## src/sv/pcrb_pkg.sv

```systemverilog
`timescale 1ns / 1ps
package pcrb_pkg;
  localparam int unsigned PcrCountDefault = 24;
  localparam int unsigned WordsPerPcr = 4;

  localparam logic [1:0] KIND_STARTUP = 2'd0;
  localparam logic [1:0] KIND_EXTEND  = 2'd1;
  localparam logic [1:0] KIND_READ    = 2'd2;

  localparam logic [1:0] STATUS_OK          = 2'd0;
  localparam logic [1:0] STATUS_NOT_STARTED = 2'd1;
  localparam logic [1:0] STATUS_BAD_INDEX   = 2'd2;

  localparam int unsigned FillLo = 17;
  localparam int unsigned FillHi = 22;

  // datapath commands from the controller
  typedef struct packed {
    logic       stage_wr;     // store digest word in staging
    logic       mem_rd;       // pcr memory read flag; never driven, the ram reads every cycle
    logic       load_blk1;    // load old pcr word and staged digest word into schedule
    logic       init_hash;    // load initial hash values
    logic       round;        // perform one compression round
    logic       finish_blk;   // add working vars into hash state
    logic       load_pad;     // load padding block
    logic       mem_wr_hash;  // write hash word back
    logic       mem_wr_fill;  // write startup fill word
    logic [1:0] wsel;         // word selector
  } pcrb_cmd_t;

  function automatic logic [31:0] rotr(input logic [31:0] x, input int unsigned n);
    rotr = (x >> n) | (x << (32 - n));
  endfunction

  function automatic logic [31:0] round_k(input logic [5:0] t);
    logic [31:0] k [64];
    k = '{
      32'h428a2f98, 32'h71374491, 32'hb5c0fbcf, 32'he9b5dba5, 32'h3956c25b, 32'h59f111f1,
      32'h923f82a4, 32'hab1c5ed5, 32'hd807aa98, 32'h12835b01, 32'h243185be, 32'h550c7dc3,
      32'h72be5d74, 32'h80deb1fe, 32'h9bdc06a7, 32'hc19bf174, 32'he49b69c1, 32'hefbe4786,
      32'h0fc19dc6, 32'h240ca1cc, 32'h2de92c6f, 32'h4a7484aa, 32'h5cb0a9dc, 32'h76f988da,
      32'h983e5152, 32'ha831c66d, 32'hb00327c8, 32'hbf597fc7, 32'hc6e00bf3, 32'hd5a79147,
      32'h06ca6351, 32'h14292967, 32'h27b70a85, 32'h2e1b2138, 32'h4d2c6dfc, 32'h53380d13,
      32'h650a7354, 32'h766a0abb, 32'h81c2c92e, 32'h92722c85, 32'ha2bfe8a1, 32'ha81a664b,
      32'hc24b8b70, 32'hc76c51a3, 32'hd192e819, 32'hd6990624, 32'hf40e3585, 32'h106aa070,
      32'h19a4c116, 32'h1e376c08, 32'h2748774c, 32'h34b0bcb5, 32'h391c0cb3, 32'h4ed8aa4a,
      32'h5b9cca4f, 32'h682e6ff3, 32'h748f82ee, 32'h78a5636f, 32'h84c87814, 32'h8cc70208,
      32'h90befffa, 32'ha4506ceb, 32'hbef9a3f7, 32'hc67178f2};
    round_k = k[t];
  endfunction

  function automatic logic [31:0] init_h(input logic [2:0] i);
    logic [31:0] h [8];
    h = '{32'h6a09e667, 32'hbb67ae85, 32'h3c6ef372, 32'ha54ff53a,
          32'h510e527f, 32'h9b05688c, 32'h1f83d9ab, 32'h5be0cd19};
    init_h = h[i];
  endfunction
endpackage

```

## src/sv/pcrb_ctrl.sv

```systemverilog
`timescale 1ns / 1ps
module pcrb_ctrl #(
  parameter int unsigned PcrCount = pcrb_pkg::PcrCountDefault
) (
  input  logic                          clk_i,
  input  logic                          rst_ni,
  input  logic                          in_valid_i,
  output logic                          in_ready_o,
  input  logic [1:0]                    kind_i,
  input  logic [4:0]                    pcr_index_i,
  input  logic [7:0]                    locality_i,
  input  logic [1:0]                    digest_word_number_i,
  output logic                          out_valid_o,
  input  logic                          out_ready_i,
  output logic [1:0]                    status_o,
  output logic [63:0]                   data_word_o,
  output logic [1:0]                    word_number_o,
  output logic                          last_word_o,
  output logic [31:0]                   update_count_o,
  output pcrb_pkg::pcrb_cmd_t           cmd_o,
  output logic [$clog2(4*PcrCount)-1:0] addr_o,
  output logic [$clog2(4*PcrCount)-1:0] fill_addr_o,
  output logic [63:0]                   fill_data_o,
  output logic [5:0]                    round_o,
  input  logic [63:0]                   rd_word_i
);
  import pcrb_pkg::*;
  localparam int unsigned AW = $clog2(4*PcrCount);
  localparam logic [AW:0] Total = (AW+1)'(4*PcrCount);

  localparam logic [3:0] S_IDLE  = 4'd0;
  localparam logic [3:0] S_FILL  = 4'd1;
  localparam logic [3:0] S_LOAD  = 4'd2;
  localparam logic [3:0] S_RND1  = 4'd3;
  localparam logic [3:0] S_FIN1  = 4'd4;
  localparam logic [3:0] S_RND2  = 4'd5;
  localparam logic [3:0] S_FIN2  = 4'd6;
  localparam logic [3:0] S_WB    = 4'd7;
  localparam logic [3:0] S_RDREQ = 4'd8;
  localparam logic [3:0] S_RDOUT = 4'd9;
  localparam logic [3:0] S_RESP  = 4'd10;

  logic [3:0]    state_q, state_d;
  logic [AW:0]   cnt_q, cnt_d;
  logic [5:0]    rnd_q, rnd_d;
  logic [4:0]    idx_q, idx_d;
  logic [7:0]    loc_q, loc_d;
  logic          started_q, started_d;
  logic [31:0]   ucnt_q, ucnt_d;
  logic          ov_q, ov_d;
  logic [1:0]    st_q, st_d;
  logic [63:0]   dw_q, dw_d;
  logic [1:0]    wn_q, wn_d;
  logic          lw_q, lw_d;
  logic          in_acc, out_acc;
  logic [1:0]    err;
  logic [4:0]    fill_pcr;

  assign in_acc = in_valid_i & in_ready_o;
  assign out_acc = out_valid_o & out_ready_i;
  assign in_ready_o = (state_q == S_IDLE) & ~ov_q;
  assign out_valid_o = ov_q;
  assign status_o = st_q;
  assign data_word_o = dw_q;
  assign word_number_o = wn_q;
  assign last_word_o = lw_q;
  assign update_count_o = ucnt_q;
  assign round_o = rnd_q;
  assign fill_addr_o = cnt_q[AW-1:0];
  assign fill_pcr = 5'(cnt_q >> 2);
  // locality byte lands in the last word of register 0
  assign fill_data_o = (cnt_q == (AW+1)'(3)) ? {56'd0, loc_q}
                     : ((fill_pcr >= 5'(FillLo) && fill_pcr <= 5'(FillHi)) ? '1 : '0);

  always_comb begin
    err = STATUS_OK;
    if (!started_q) err = STATUS_NOT_STARTED;
    else if ({1'b0, pcr_index_i} >= 6'(PcrCount)) err = STATUS_BAD_INDEX;
  end

  always_comb begin
    state_d = state_q; cnt_d = cnt_q; rnd_d = rnd_q; idx_d = idx_q; loc_d = loc_q;
    started_d = started_q; ucnt_d = ucnt_q; ov_d = ov_q & ~out_acc;
    st_d = st_q; dw_d = dw_q; wn_d = wn_q; lw_d = lw_q;
    cmd_o = '0;
    cmd_o.wsel = cnt_q[1:0];
    addr_o = AW'({idx_q, 2'b00}) + AW'(cnt_q[1:0]);
    case (state_q)
      S_IDLE: begin
        if (in_acc) begin
          idx_d = pcr_index_i; loc_d = locality_i; cnt_d = '0;
          st_d = err; dw_d = '0; wn_d = '0; lw_d = 1'b1;
          case (kind_i)
            KIND_STARTUP: state_d = S_FILL;
            KIND_EXTEND: begin
              cmd_o.stage_wr = 1'b1;
              cmd_o.wsel = digest_word_number_i;
              if (digest_word_number_i == 2'd3) begin
                if (err != STATUS_OK) ov_d = 1'b1;
                else state_d = S_LOAD;
              end
            end
            KIND_READ: begin
              if (err != STATUS_OK) ov_d = 1'b1;
              else state_d = S_RDREQ;
            end
            default: ;
          endcase
        end
      end
      S_FILL: begin
        cmd_o.mem_wr_fill = 1'b1;
        cnt_d = cnt_q + 1'b1;
        if (cnt_q == Total - 1'b1) begin
          ucnt_d = '0; started_d = 1'b1; st_d = STATUS_OK; ov_d = 1'b1;
          state_d = S_IDLE;
        end
      end
      S_LOAD: begin
        // cnt 0..3 issues reads, 1..4 loads returned words
        cmd_o.wsel = 2'(cnt_q - 1'b1);
        cmd_o.load_blk1 = (cnt_q != '0);
        cnt_d = cnt_q + 1'b1;
        if (cnt_q == (AW+1)'(4)) begin
          cmd_o.init_hash = 1'b1; rnd_d = '0; state_d = S_RND1;
        end
      end
      S_RND1: begin
        cmd_o.round = 1'b1; rnd_d = rnd_q + 1'b1;
        if (rnd_q == 6'd63) state_d = S_FIN1;
      end
      S_FIN1: begin
        cmd_o.finish_blk = 1'b1; cmd_o.load_pad = 1'b1; state_d = S_RND2;
      end
      S_RND2: begin
        cmd_o.round = 1'b1; rnd_d = rnd_q + 1'b1;
        if (rnd_q == 6'd63) state_d = S_FIN2;
      end
      S_FIN2: begin
        cmd_o.finish_blk = 1'b1; cnt_d = '0; state_d = S_WB;
      end
      S_WB: begin
        cmd_o.mem_wr_hash = 1'b1;
        cnt_d = cnt_q + 1'b1;
        if (cnt_q[1:0] == 2'd3) begin
          ucnt_d = ucnt_q + 1'b1; st_d = STATUS_OK; ov_d = 1'b1; state_d = S_IDLE;
        end
      end
      S_RDREQ: begin
        state_d = S_RDOUT;
      end
      S_RDOUT: begin
        st_d = STATUS_OK; dw_d = rd_word_i; wn_d = cnt_q[1:0];
        lw_d = (cnt_q[1:0] == 2'd3); ov_d = 1'b1; state_d = S_RESP;
      end
      S_RESP: begin
        if (out_acc) begin
          if (lw_q) state_d = S_IDLE;
          else begin
            cnt_d = cnt_q + 1'b1; state_d = S_RDREQ;
            addr_o = AW'({idx_q, 2'b00}) + AW'(cnt_d[1:0]);
          end
        end
      end
      default: state_d = S_IDLE;
    endcase
  end

  always_ff @(posedge clk_i or negedge rst_ni) begin
    if (!rst_ni) begin
      state_q <= S_IDLE; cnt_q <= '0; rnd_q <= '0; started_q <= 1'b0;
      ucnt_q <= '0; ov_q <= 1'b0;
    end else begin
      state_q <= state_d; cnt_q <= cnt_d; rnd_q <= rnd_d; started_q <= started_d;
      ucnt_q <= ucnt_d; ov_q <= ov_d;
    end
  end

  always_ff @(posedge clk_i) begin
    idx_q <= idx_d; loc_q <= loc_d; st_q <= st_d; dw_q <= dw_d; wn_q <= wn_d; lw_q <= lw_d;
  end
endmodule

```

## config.mk

```make
export PLATFORM = sky130hd
export DESIGN_NAME = pcrb_ctrl
export DESIGN_NICKNAME = d
export VERILOG_FILES = /design/src/sv/pcrb_pkg.sv /design/src/sv/pcrb_ctrl.sv
export SDC_FILE = /design/constraint.sdc
export NUM_CORES = 1
export LEC_CHECK = 0
export BUFFER_PORTS_ARGS = -buffer_cell sky130_fd_sc_hd__buf_2
export CORE_ASPECT_RATIO = 0.5
export CORE_UTILIZATION = 48
export DETAILED_ROUTE_END_ITERATION = 16
export PLACE_DENSITY = 0.81
export SYNTH_ARGS = -nofsm -noshare
export SYNTH_HDL_FRONTEND = slang
export SYNTH_SLANG_ARGS = --single-unit
```

## constraint.sdc

```tcl
create_clock -name clk_i -period 10.7 [get_ports clk_i]
set_input_delay 2.675 -clock clk_i [delete_from_list [all_inputs] [get_ports clk_i]]
set_output_delay 2.675 -clock clk_i [all_outputs]
set_load 0.005 [all_outputs]
```

==> impl_metrics.py <==
metrics = {
    "global_route": {
        "busiest_layer": "met2",
        "grt_use_met2_pct": 38.4,
        "grt_use_met3_pct": 6.46,
        "antenna_found_initial": 0,
        "grt_util_met1_pct": 26.4,
        "grtUsageTotal_pct": 21.9,
        "grt_max_degree": 68,
        "grt_pass1_wl_mm": 24.8,
        "overflow": 0,
        "grt_pass1_vias": 4973,
    },
    "synthesis": {
        "synth.yosys.warnings": 0,
        "async_flop_share_pct": 38.8,
        "syn-cell-area_sq_um": 6700,
        "ys.flop_type": "edfxtp_1",
        "postSynthCellCount": 602,
        "avgSynthCellArea_sq_um": 11.1,
        "ys_seq_area_share_pct": 56.2,
        "synth_cell_types": 58,
        "syn_nets": 695,
        "synth_enable_flop_cells": 82,
        "synth_seq_cells": 134,
    },
    "setup_path": {
        "required_ns": 8.03,
        "worstPathCellList": "buf_2 > nor2b_1 > nand2_1 > inv_1 > nand3_1 > o21ai_0 > a21o_1 > buf_2",
        "r2r-start": "state_q[2]",
        "path_buf_inv": 3,
        "critPathMaxFanout": 14,
        "startpoint": "in_valid_i",
        "slowest_stage": "inv_1",
        "crit_top_cell": "buf_2",
        "critPathCaptureType": "output pin",
        "ff2ff_path_depth": 5,
        "crit_family": "buffers and inverters",
        "max_stage_delay_ns": 0.45,
        "crit_cells": 8,
        "criticalPathCategory": "input port to output pin",
        "cp.arrival_ns": 4.04,
        "cp-start-kind": "input port",
    },
    "clocking": {
        "clk_latency_ns": 0.41,
        "cts_setup_buffers": 0,
        "cts_hold_buffers": 0,
        "ctsHtreeMaxLevel": 4,
        "clock-sinks": 134,
        "cts_buffer_depth": 2,
        "root_buffer": "clkbuf_16",
        "numCtsBuffers": 17,
        "tritoncts": "built",
        "cts_resized": 0,
        "path_clk_slew_ns": 0.06,
    },
    "layout": {
        "finish.utilization_pct": 61.6,
        "insertedDiodeCount": 0,
        "syn_to_final_growth_pct": 24.9,
        "drive_gt1_share_pct": 39.7,
        "nets": 909,
    },
    "routing": {
        "vias_per_cell": 5.21,
        "num_vias": 5321,
        "drt-initial-drc-count": 328,
        "drt-pass1-iter-count": 5,
        "routed_wl_mm": 16.0,
        "routedWlPerCell_um": 15.7,
        "postRouteAntennaNets": 0,
        "route.detailed.drc": 0,
    },
    "sta": {
        "fmax_mhz": 149,
        "finalHoldViolations": 0,
        "relSlewSlack_pct": 27.7,
        "tightest_slew_ns": 1.08,
        "fin_crit_ns": 6.71,
        "period_share_pct": 62.7,
        "setup_viol": 0,
        "fin_worst_skew_ns": 0.0164,
        "grt_setup_unrepaired": "no",
        "fin_tns_setup_ns": 0,
        "slew_viol_final": 0,
    },
    "power": {
        "ir_drop_uv": 108,
        "cellPowerDensity_nw_per_um2": 189,
        "leakagePower_nw": 3.99,
    },
    "floorplan": {
        "die_h_um": 85.5,
        "coreArea_sq_um": 13600,
        "ios": 283,
        "start_util_pct": 49.3,
        "dieArea_sq_um": 14500,
        "die_w_um": 169,
        "num_rows": 30,
    },
    "min_path": {
        "hp-start": "round_o[5]",
        "min-delay-path-class": "flip-flop to flip-flop",
        "worstHoldPathCells": 1,
    },
    "placement": {
        "port_buffers": 281,
        "place_hpwl_mm": 11.3,
        "gp_congestion": 0.880,
    },
    "job": {
        "cap_violations": 0,
    },
    "status": {
        "status": "finished clean",
    },
}
[power breakdown]
group | total (W) | internal [W] | switching (W)
logic | 0.000347 | 0.000143 | 0.000204
clock network | 0.000549 | 0.000322 | 0.000227
registers | 0.000684 | 0.000624 | 0.0000606
total | 0.00158 | 0.00109 | 0.000491
[Yosys cell counts, drive strengths merged (4+ instances only)]
library cell,number,area (sq um)
xor2,5,43.8
buf,68,509
nor3,6,30.0
o21ai,26,130
o211ai,5,37.5
nor2b,4,25.0
inv,22,82.6
or3,5,31.3
or4,5,37.5
and3,9,56.3
a21o,13,97.6
and2,65,407
nor2,42,158
clkbuf,22,82.6
edfxtp,82,2460
o31ai,4,30.0
a31oi,5,31.3
a21oi,17,85.1
nand4,11,68.8
nand3,16,80.1
nand2,24,90.1
a211oi,6,45.0
a22o,5,43.8
xnor2,22,193
nor4,5,31.3
ha,8,100
nand2b,6,37.5
a2111oi,4,35.0
dfrtp,52,1300
[final cells by class]
type	count	area, sq um
inverter	22	82.6
multi-input combinational	356	2280
clock buffer	19	433
fill	1103	5220
clock inverter	13	125
tap	192	240
sequential	134	3760
timing repair buffer	285	1440
[flip-flops by register name (all words and copies together), names as in the netlist]
name	flops
round_o	6
last_word_o	1
cnt_q	8
status_o	2
data_word_o	64
word_number_o	2
idx_q	5
update_count_o	32
loc_q	8
started_q	1
state_q	4
out_valid_o	1
[placed cells by master (no fill, tap or decap), types with 3 or more instances in the layout]
cell and n:
and4_1 3, nand4_1 11, or2_2 3, buf_4 4, nand2_1 23, nand3_1 16
a22o_1 5, nor2b_1 4, nor4_1 4, o21ai_0 26, edfxtp_1 82, ha_1 8
o211ai_1 5, and2_1 65, dfrtp_1 52, or4_1 5, buf_2 281, a31oi_1 5
a21oi_1 17, clkinv_4 3, inv_6 3, nor2_1 41, xor2_1 5, nor3_1 6
inv_1 22, or3_1 5, and3_1 9, clkinvlp_4 5, a21o_1 13, a211oi_1 6
a2111oi_0 4, o31ai_1 4, xnor2_1 22, clkbuf_16 17, nand2b_1 6
[cell families after synthesis]
| kind of cell | synth area share, % |
|---|---|
| other | 0.0560 |
| muxes | 0.467 |
| buffers and inverters | 10.1 |
| DFF | 56.2 |
| AOI/OAI and AO/OA | 10.3 |
| and+or+nand+nor | 18.0 |
| xor gates and xnor gates | 3.53 |
| adders and majority gates | 1.49 |
[worst paths after layout]
kind	end	slack, ns
worst max-delay path	cmd_o[1]	3.99
worst min-delay path	round_o[5]	0.52
worst max register to register	word_number_o[0]	7.51
worst min register to register	round_o[5]	0.52
max in group asynchronous	update_count_o[13]	7.84
min in group asynchronous	update_count_o[29]	2.40
[metrics by stage]
stage / setup WS (ns) / instances / power, W / cell area [sq um] / hold WS (ns)
after floorplan: 1.68 / 602 / 0.000894 / 6700 / 0.472
after global placement: 4.11 / 989 / 0.00102 / 7810 / 0.501
after detailed placement: 4.02 / 989 / 0.00104 / 7810 / 0.506
after CTS: 4.01 / 1021 / 0.00158 / 8370 / 0.517
after global routing: 3.82 / 1021 / 0.00166 / 8370 / 0.528
final: 3.99 / 1021 / 0.00158 / 8370 / 0.521
[routing by layer]
| metal | wire length, um | vias up |
|---|---|---|
| met2 | 8170 | 242 |
| met3 | 1190 | 20 |
| met5 | 0 | - |
| met4 | 214 | 0 |
| li1 | - | 2513 |
| met1 | 6470 | 2546 |
(Power assumes the default switching activity.)
